$ cat src/rtl/kpc_pkg.sv
package kpc_pkg;

    localparam int NUM_KEYS_DEF = 16;
    localparam int CNT_W        = 8;
    localparam int ADDR_W       = 4;
    localparam int DATA_W       = 32;

    localparam logic [CNT_W-1:0] CNT_MAX = {CNT_W{1'b1}};

    localparam logic [CNT_W-1:0] SHORT_TICKS_RST      = 8'd1;
    localparam logic [CNT_W-1:0] LONG_TICKS_RST       = 8'd25;
    localparam logic [CNT_W-1:0] PRE_REPEAT_TICKS_RST = 8'd25;
    localparam logic [CNT_W-1:0] REPEAT_TICKS_RST     = 8'd25;

    localparam logic [1:0] REG_SHORT_TICKS      = 2'd0;
    localparam logic [1:0] REG_LONG_TICKS       = 2'd1;
    localparam logic [1:0] REG_PRE_REPEAT_TICKS = 2'd2;
    localparam logic [1:0] REG_REPEAT_TICKS     = 2'd3;

    typedef enum logic [1:0] {
        PH_RELEASED,
        PH_PUSHED,
        PH_BEFORE_REPEAT,
        PH_REPEATING
    } t_phase;

    typedef enum logic [1:0] {
        ACT_SHORT  = 2'd0,
        ACT_LONG   = 2'd1,
        ACT_REPEAT = 2'd2
    } t_action;

    typedef struct packed {
        logic [3:0] key_index;
        logic [7:0] report_code;
        logic       pressed;
    } t_in_item;

    typedef struct packed {
        logic [3:0] event_key_index;
        logic [7:0] event_report_code;
        logic [1:0] action;
    } t_out_item;

    typedef struct packed {
        logic [CNT_W-1:0] short_ticks;
        logic [CNT_W-1:0] long_ticks;
        logic [CNT_W-1:0] pre_repeat_ticks;
        logic [CNT_W-1:0] repeat_ticks;
    } t_kpc_cfg;

    typedef struct packed {
        t_phase           phase;
        logic [CNT_W-1:0] count;
    } t_key_state;

    localparam t_key_state KEY_STATE_RST = '{phase: PH_RELEASED, count: '0};

    typedef struct packed {
        t_key_state nxt;
        logic       fire;
        t_action    act;
    } t_step_res;

    function automatic t_step_res kpc_step(t_key_state cur, logic held, t_kpc_cfg cfg);
        t_step_res        res;
        logic [CNT_W-1:0] cnt_inc;
        res.nxt  = cur;
        res.fire = 1'b0;
        res.act  = ACT_SHORT;
        cnt_inc  = (cur.count != CNT_MAX) ? cur.count + 1'b1 : cur.count;
        if (held) begin
            res.nxt.count = cnt_inc;
            unique case (cur.phase)
                PH_RELEASED: begin
                    res.nxt.phase = PH_PUSHED;
                    res.nxt.count = '0;
                end
                PH_PUSHED: begin
                    if (cnt_inc >= cfg.long_ticks) begin
                        res.nxt.phase = PH_BEFORE_REPEAT;
                        res.nxt.count = '0;
                        res.fire      = 1'b1;
                        res.act       = ACT_LONG;
                    end
                end
                PH_BEFORE_REPEAT: begin
                    if (cnt_inc >= cfg.pre_repeat_ticks) begin
                        res.nxt.phase = PH_REPEATING;
                        res.nxt.count = '0;
                    end
                end
                default: begin
                    if (cnt_inc >= cfg.repeat_ticks) begin
                        res.nxt.count = '0;
                        res.fire      = 1'b1;
                        res.act       = ACT_REPEAT;
                    end
                end
            endcase
        end else begin
            unique case (cur.phase)
                PH_PUSHED: begin
                    if (cur.count >= cfg.long_ticks) begin
                        res.fire = 1'b1;
                        res.act  = ACT_LONG;
                    end else if (cur.count >= cfg.short_ticks) begin
                        res.fire = 1'b1;
                        res.act  = ACT_SHORT;
                    end
                end
                PH_REPEATING: begin
                    if (cur.count >= cfg.repeat_ticks) begin
                        res.fire = 1'b1;
                        res.act  = ACT_REPEAT;
                    end
                end
                default: begin
                    res.fire = 1'b0;
                end
            endcase
            res.nxt = KEY_STATE_RST;
        end
        return res;
    endfunction

endpackage

$ cat src/rtl/kpc_cfg_regs.sv
module kpc_cfg_regs
    import kpc_pkg::*;
(
    input  logic              i_clk,
    input  logic              i_rst_n,
    input  logic              psel,
    input  logic              penable,
    input  logic              pwrite,
    input  logic [ADDR_W-1:0] paddr,
    input  logic [DATA_W-1:0] pwdata,
    output logic [DATA_W-1:0] prdata,
    output logic              pready,
    output t_kpc_cfg          o_cfg
);

    t_kpc_cfg   r_cfg;
    logic       wr_en;
    logic [1:0] reg_sel;

    assign wr_en   = psel & penable & pwrite;
    assign reg_sel = paddr[3:2];
    assign pready  = 1'b1;
    assign o_cfg   = r_cfg;

    always_ff @(posedge i_clk) begin
        if (!i_rst_n) begin
            r_cfg.short_ticks      <= SHORT_TICKS_RST;
            r_cfg.long_ticks       <= LONG_TICKS_RST;
            r_cfg.pre_repeat_ticks <= PRE_REPEAT_TICKS_RST;
            r_cfg.repeat_ticks     <= REPEAT_TICKS_RST;
        end else if (wr_en) begin
            unique case (reg_sel)
                REG_SHORT_TICKS:      r_cfg.short_ticks      <= pwdata[CNT_W-1:0];
                REG_LONG_TICKS:       r_cfg.long_ticks       <= pwdata[CNT_W-1:0];
                REG_PRE_REPEAT_TICKS: r_cfg.pre_repeat_ticks <= pwdata[CNT_W-1:0];
                REG_REPEAT_TICKS:     r_cfg.repeat_ticks     <= pwdata[CNT_W-1:0];
                default:              r_cfg                  <= r_cfg;
            endcase
        end
    end

    always_comb begin
        prdata = '0;
        unique case (reg_sel)
            REG_SHORT_TICKS:      prdata[CNT_W-1:0] = r_cfg.short_ticks;
            REG_LONG_TICKS:       prdata[CNT_W-1:0] = r_cfg.long_ticks;
            REG_PRE_REPEAT_TICKS: prdata[CNT_W-1:0] = r_cfg.pre_repeat_ticks;
            REG_REPEAT_TICKS:     prdata[CNT_W-1:0] = r_cfg.repeat_ticks;
            default:              prdata            = '0;
        endcase
    end

endmodule

$ cat src/rtl/kpc_state_mem.sv
module kpc_state_mem
    import kpc_pkg::*;
#(
    parameter int NUM_KEYS = NUM_KEYS_DEF,
    parameter int KEY_AW   = (NUM_KEYS > 1) ? $clog2(NUM_KEYS) : 1
) (
    input  logic              i_clk,
    input  logic              i_rst_n,
    input  logic              i_rd_en,
    input  logic [KEY_AW-1:0] i_rd_addr,
    output t_key_state        o_rd_state,
    input  logic              i_wr_en,
    input  logic [KEY_AW-1:0] i_wr_addr,
    input  t_key_state        i_wr_state
);

    t_key_state            mem [NUM_KEYS];
    logic [NUM_KEYS-1:0]   r_written;
    t_key_state            r_rd_data;
    logic [KEY_AW-1:0]     r_rd_addr;
    logic                  r_last_vld;
    logic [KEY_AW-1:0]     r_last_addr;
    t_key_state            r_last_state;

    // storage, read-before-write
    always_ff @(posedge i_clk) begin
        if (i_wr_en) begin
            mem[i_wr_addr] <= i_wr_state;
        end
        if (i_rd_en) begin
            r_rd_data <= mem[i_rd_addr];
            r_rd_addr <= i_rd_addr;
        end
    end

    // per-entry written flags and most recent write for forwarding
    always_ff @(posedge i_clk) begin
        if (!i_rst_n) begin
            r_written  <= '0;
            r_last_vld <= 1'b0;
        end else if (i_wr_en) begin
            r_written[i_wr_addr] <= 1'b1;
            r_last_vld           <= 1'b1;
        end
    end

    always_ff @(posedge i_clk) begin
        if (i_wr_en) begin
            r_last_addr  <= i_wr_addr;
            r_last_state <= i_wr_state;
        end
    end

    always_comb begin
        if (r_last_vld && (r_last_addr == r_rd_addr)) begin
            o_rd_state = r_last_state;
        end else if (!r_written[r_rd_addr]) begin
            o_rd_state = KEY_STATE_RST;
        end else begin
            o_rd_state = r_rd_data;
        end
    end

endmodule

$ cat src/rtl/key_press_classifier.sv
// Short/long press and auto-repeat classifier for up to NUM_KEYS keys (at most 16, the
// range of key_index). Each input transfer is one periodic sample of one key; a sample
// for a slot at or beyond NUM_KEYS is dropped. Per-key phase and hold count sit in a
// small state memory that is read at the edge taking the sample and written back when
// the sample leaves the sample stage, with the latest write forwarded, so one sample is
// taken every cycle while the output register is not stalled. An event, if any, moves
// from the sample stage register into the output register, which holds it until its
// transfer completes; meanwhile the sample behind it waits and the input stalls.
// Thresholds are set through the APB port (short, long, pre-repeat, repeat at byte
// addresses 0, 4, 8, 12) and must only change while no sample is in flight.
module key_press_classifier
    import kpc_pkg::*;
#(
    parameter int NUM_KEYS = NUM_KEYS_DEF
) (
    input  logic              i_clk,
    input  logic              i_rst_n,
    input  logic              i_in_valid,
    output logic              o_in_ready,
    input  t_in_item          i_in_item,
    output logic              o_out_valid,
    input  logic              i_out_ready,
    output t_out_item         o_out_item,
    input  logic              psel,
    input  logic              penable,
    input  logic              pwrite,
    input  logic [ADDR_W-1:0] paddr,
    input  logic [DATA_W-1:0] pwdata,
    output logic [DATA_W-1:0] prdata,
    output logic              pready
);

    localparam int KEY_AW = (NUM_KEYS > 1) ? $clog2(NUM_KEYS) : 1;

    t_kpc_cfg          cfg;
    logic              in_xfer;
    logic [8:0]        in_idx_ext;
    logic              in_range;
    logic [KEY_AW-1:0] in_addr;
    logic [8:0]        s1_idx_ext;
    logic [KEY_AW-1:0] s1_addr;
    logic              s1_adv;
    t_key_state        s1_cur;
    t_step_res         s1_res;

    logic              r_s1_vld;
    logic              r_s1_inr;
    t_in_item          r_s1_item;
    logic              r_out_vld;
    t_out_item         r_out_item;

    kpc_cfg_regs u_cfg (
        .i_clk   (i_clk),
        .i_rst_n (i_rst_n),
        .psel    (psel),
        .penable (penable),
        .pwrite  (pwrite),
        .paddr   (paddr),
        .pwdata  (pwdata),
        .prdata  (prdata),
        .pready  (pready),
        .o_cfg   (cfg)
    );

    assign in_idx_ext = {5'b0, i_in_item.key_index};
    assign in_range   = (in_idx_ext < 9'(NUM_KEYS));
    assign in_addr    = in_idx_ext[KEY_AW-1:0];
    assign s1_idx_ext = {5'b0, r_s1_item.key_index};
    assign s1_addr    = s1_idx_ext[KEY_AW-1:0];

    assign s1_adv     = !r_out_vld || i_out_ready;
    assign o_in_ready = !r_s1_vld || s1_adv;
    assign in_xfer    = i_in_valid && o_in_ready;

    kpc_state_mem #(
        .NUM_KEYS (NUM_KEYS),
        .KEY_AW   (KEY_AW)
    ) u_mem (
        .i_clk      (i_clk),
        .i_rst_n    (i_rst_n),
        .i_rd_en    (in_xfer && in_range),
        .i_rd_addr  (in_addr),
        .o_rd_state (s1_cur),
        .i_wr_en    (r_s1_vld && r_s1_inr && s1_adv),
        .i_wr_addr  (s1_addr),
        .i_wr_state (s1_res.nxt)
    );

    assign s1_res = kpc_step(s1_cur, r_s1_item.pressed, cfg);

    always_ff @(posedge i_clk) begin
        if (!i_rst_n) begin
            r_s1_vld <= 1'b0;
        end else if (o_in_ready) begin
            r_s1_vld <= i_in_valid;
        end
    end

    always_ff @(posedge i_clk) begin
        if (in_xfer) begin
            r_s1_item <= i_in_item;
            r_s1_inr  <= in_range;
        end
    end

    always_ff @(posedge i_clk) begin
        if (!i_rst_n) begin
            r_out_vld <= 1'b0;
        end else if (s1_adv) begin
            r_out_vld <= r_s1_vld && r_s1_inr && s1_res.fire;
        end
    end

    always_ff @(posedge i_clk) begin
        if (s1_adv) begin
            r_out_item.event_key_index   <= r_s1_item.key_index;
            r_out_item.event_report_code <= r_s1_item.report_code;
            r_out_item.action            <= s1_res.act;
        end
    end

    assign o_out_valid = r_out_vld;
    assign o_out_item  = r_out_item;

endmodule

$ cat config.mk
export PLATFORM = sky130hd
export DESIGN_NAME = key_press_classifier
export DESIGN_NICKNAME = d
export VERILOG_FILES = /design/src/rtl/kpc_pkg.sv /design/src/rtl/kpc_cfg_regs.sv /design/src/rtl/kpc_state_mem.sv /design/src/rtl/key_press_classifier.sv
export SDC_FILE = /design/constraint.sdc
export NUM_CORES = 1
export LEC_CHECK = 0
export ABC_AREA = 1
export BUFFER_PORTS_ARGS = -buffer_cell sky130_fd_sc_hd__buf_2
export CORE_MARGIN = 3
export CORE_UTILIZATION = 60
export DETAILED_ROUTE_END_ITERATION = 16
export MAX_ROUTING_LAYER = met4
export PLACE_DENSITY = 0.83
export SLEW_MARGIN = 20
export SYNTH_ARGS = -nofsm -noshare
export SYNTH_HDL_FRONTEND = slang
export SYNTH_HIERARCHICAL = 1
export SYNTH_SLANG_ARGS = --single-unit
$ cat constraint.sdc
create_clock -name i_clk -period 9.65 [get_ports i_clk]
set_input_delay 1.93 -clock i_clk [delete_from_list [all_inputs] [get_ports i_clk]]
set_output_delay 1.93 -clock i_clk [all_outputs]
set_load 0.005 [all_outputs]
==> impl_metrics.yaml <==
yosys:
  ys_seq_area_share_pct: 59.0
  synthMuxAreaShare_pct: 0
  synth_edf_count: 215
  yosysWarnings: 6
  async_flop_share_pct: 0
  syn_avg_cell_area_um2: 9.73
  synth_compound_area_share_pct: 7.18
  yosysUniqueCellTypes: 43
  synthSimpleGateAreaFrac_pct: 18.4
  synth_flop_cell: "edfxtp_1"
  synth_seq_cells: 266
  synthCells: 1302
  synth_top_family_by_area: "simple AND/OR/NAND/NOR gates"
  synthXorXnorAreaFrac_pct: 0.276
  synth_fa_ha_area_share_pct: 4.84
  synth_area_um2: 12700
sta:
  fin_ws_ns: 4.26
  finalCritPeriodShare_pct: 55.9
  worst_slew_pin_slew_ns: 1.14
  setup-tns-final_ns: 0
  setup_viol: 0
  maxSlewHeadroom_pct: 23.5
  clock_skew_ns: 0.0189
  rsz0062_at_grt: "false"
  period_needed_ns: 5.39
  drv_slew: 0
  hold_violations: 0
  max_freq_mhz: 185
layout:
  areaGrowthSynthToFinish_pct: 8.70
  diodes: 0
  final_cell_mix: "259 x nand2_1, 215 x edfxtp_1, 202 x inv_1"
  num-fill-cells: 1510
  final-seq-area_um2: 7480
  drive_gt1_share_pct: 9.74
  design_area_um2: 13800
  nNetsFinal: 1451
  multi_input_comb_area_um2: 4000
  layout_commonest_cell: "nand2_1"
placement:
  io_buffer_count: 53
  dpl_cell_area_um2: 12900
  place_ws_ns: 3.96
  dp_hpwl_um: 17900
  gp_congestion: 0.874
clock_tree:
  clock_sinks: 266
  cts_tree: "done"
  cts-root-buf: "clkbuf_16"
  cts_hold_buffers: 0
  path_clk_slew_ns: 0.06
  htree_levels: 1
  cts_buffers: 26
  clockBufferDepth: 3
  post-cts-setup-buffers: 0
  cts_resized: 0
  worstSkewPairLatency_ns: 0.55
worst_hold_path:
  hold_end: "o_out_item[9]"
  whs_path_depth: 0
  worstHoldStart: "r_s1_item[8]"
  min_path_type: "flop to flop"
die:
  start_util_pct: 61.8
  dieArea_um2: 22900
  num_rows: 52
  chipHeight_um: 151
  core_area_um2: 20500
  ios: 105
  fp.dieW_um: 151
global_route:
  first_global_vias: 8167
  grt_pass1_wl_um: 42900
  grt_usage_pct: 24.9
  antenna_found_initial: 0
  grt_overflow: 0
  grt_max_degree: 117
drt:
  wire_per_inst_um: 17.0
  drc: 0
  ant_nets: 0
  dr.first_iter.drc_count: 970
  routed_wl_um: 27800
  via_count: 9063
  vias_per_cell: 5.54
  first_pass_iters: 5
status:
  status: "complete, no violations"
pwr:
  power_mw: 2.47
  peakVddDrop_mv: 0.149
  internal_power_mw: 1.88
  pwr-share-clk_pct: 38.8
  swShare_pct: 23.9
  switching_power_uw: 590
  p_seq_share_pct: 51.8
  p_comb_share_pct: 9.4
  powerDensity_nw_per_um2: 179
  leakagePower_nw: 5.87
flow_run:
  cap_violations: 0
critical_path:
  start_kind: "flop"
  critPathMaxFanout: 17
  reg2reg_depth: 22
  critical_path.reg2reg.endpoint: "u_mem/mem[15][4]"
  end_kind: "flop"
  cp.required_ns: 9.87
  crit_type: "flop to flop"
  arrival_ns: 5.62
  r2r-start: "u_mem/r_rd_addr[2]"
  reg2reg_slack_ns: 4.26
==> routing by layer <==
metal	track usage, %	part of all wire, %	up-vias
li1	-	-	4358
met1	33.3	41	4199
met2	40.4	48	440
met3	2.93	8.0	66
met4	7.57	2.8	0
met5	-	0	-
==> synth_stat cells, types with 2 or more instances <==
cell type  number  area share [%]
a21oi_1        57             2.3
a31oi_1         2           0.099
buf_1           3           0.089
buf_2          15            0.59
buf_4          29             1.7
buf_6          13             1.2
clkbuf_1        8            0.24
clkbuf_2        2           0.079
conb_1          2           0.059
dfxtp_1        51             8.1
edfxtp_1      215              51
ha_1           49             4.8
inv_1         203             6.0
inv_2           5            0.15
inv_4           2           0.099
nand2_1       259             7.7
nand2_2         5            0.25
nand2_4         2            0.18
nand3_1       111             4.4
nand4_1        19            0.94
nor2_1        129             3.8
nor2_2          3            0.15
nor2_4          3            0.27
nor3_1          5            0.20
o211ai_1       40             2.4
o21a_1          3            0.18
o21ai_0        30             1.2
o21ai_1        20            0.79
xor2_1          3            0.21
==> power groups by stage <==
stage               registers [mW]  logic (mW)  clock network, mW
global placement              1.30       0.215                  0
floorplan                     1.30       0.171                  0
CTS                           1.28       0.227              0.970
global route                  1.28       0.261               1.01
detailed placement            1.30       0.225                  0
finish                        1.28       0.231              0.958
==> per-stage QoR <==
stage | util [%] | std cells | hold slack, ns
after floorplan | - | 1325 | 0.400
after global placement | 63.2 | 1588 | 0.401
after detailed placement | 63.2 | 1588 | 0.406
after CTS | 67.1 | 1636 | 0.421
after global routing | 67.2 | 1636 | 0.422
final | 67.2 | 1636 | 0.422
==> worst max-delay path: stages (launching register included) <==
cell and delay, ns:
edfxtp_1 0.48, xnor2_1 0.89, nand3_4 0.23, nand2_1 0.11, inv_1 0.04, nand2_1 0.07
nand2_1 0.25, nand3_1 0.25, nor2_1 0.06, nand2_1 0.08, nor2_1 0.06, or2_2 0.28
a21oi_1 0.25, inv_1 0.13, ha_1 0.32, a21o_1 0.21, nor2_1 0.11, nand3_1 0.12
o21ai_0 0.17, inv_1 0.05, nand2_1 0.07, nand2_2 0.14, nor2_2 0.69
==> final cells by class <==
| type | instances | share of cell area [%] |
|---|---|---|
| well taps | 270 | 2.45 |
| flip-flops and latches | 266 | 54.3 |
| clock inverters | 4 | 0.354 |
| repair buffers | 64 | 2.54 |
| clock buffers | 44 | 5.53 |
| multi-input cells | 777 | 29.1 |
| inverters | 211 | 5.79 |
==> flip-flops by register name, summed over array words and instances, names as in the netlist <==
signal,count
u_mem/mem,160
u_cfg/o_cfg,32
u_mem/r_written,16
o_out_item,14
u_mem/r_last_state,10
u_mem/r_rd_data,10
r_s1_item,9
s1_addr,4
u_mem/r_last_addr,4
u_mem/r_rd_addr,4
o_out_valid,1
r_s1_vld,1
u_mem/r_last_vld,1
==> cell families (layout without fill, tap and decap cells) <==
kind of cell | count (synthesis) | after routing
flip-flops | 266 | 266
buffers and inverters | 282 | 323
AO/OA/AOI/OAI | 157 | 157
XOR/XNOR | 4 | 4
AND/OR/NAND/NOR | 542 | 542
other | 2 | 25
adder cells (fa/ha/maj) | 49 | 49
==> how the worst max path moves through the flow <==
stage | start | end | cells past startpoint
floorplan | paddr[3] | prdata[0] | 4
global placement | u_mem/r_rd_addr[2] | u_mem/mem[6][6] | 24
detailed placement | u_mem/r_rd_addr[2] | u_mem/mem[6][4] | 22
CTS | u_mem/r_rd_addr[2] | u_mem/r_last_state[4] | 22
global route | u_mem/r_rd_addr[2] | u_mem/mem[0][6] | 22
finish | u_mem/r_rd_addr[2] | u_mem/mem[15][4] | 22
No activity file was read; power rests on OpenSTA's default activity.
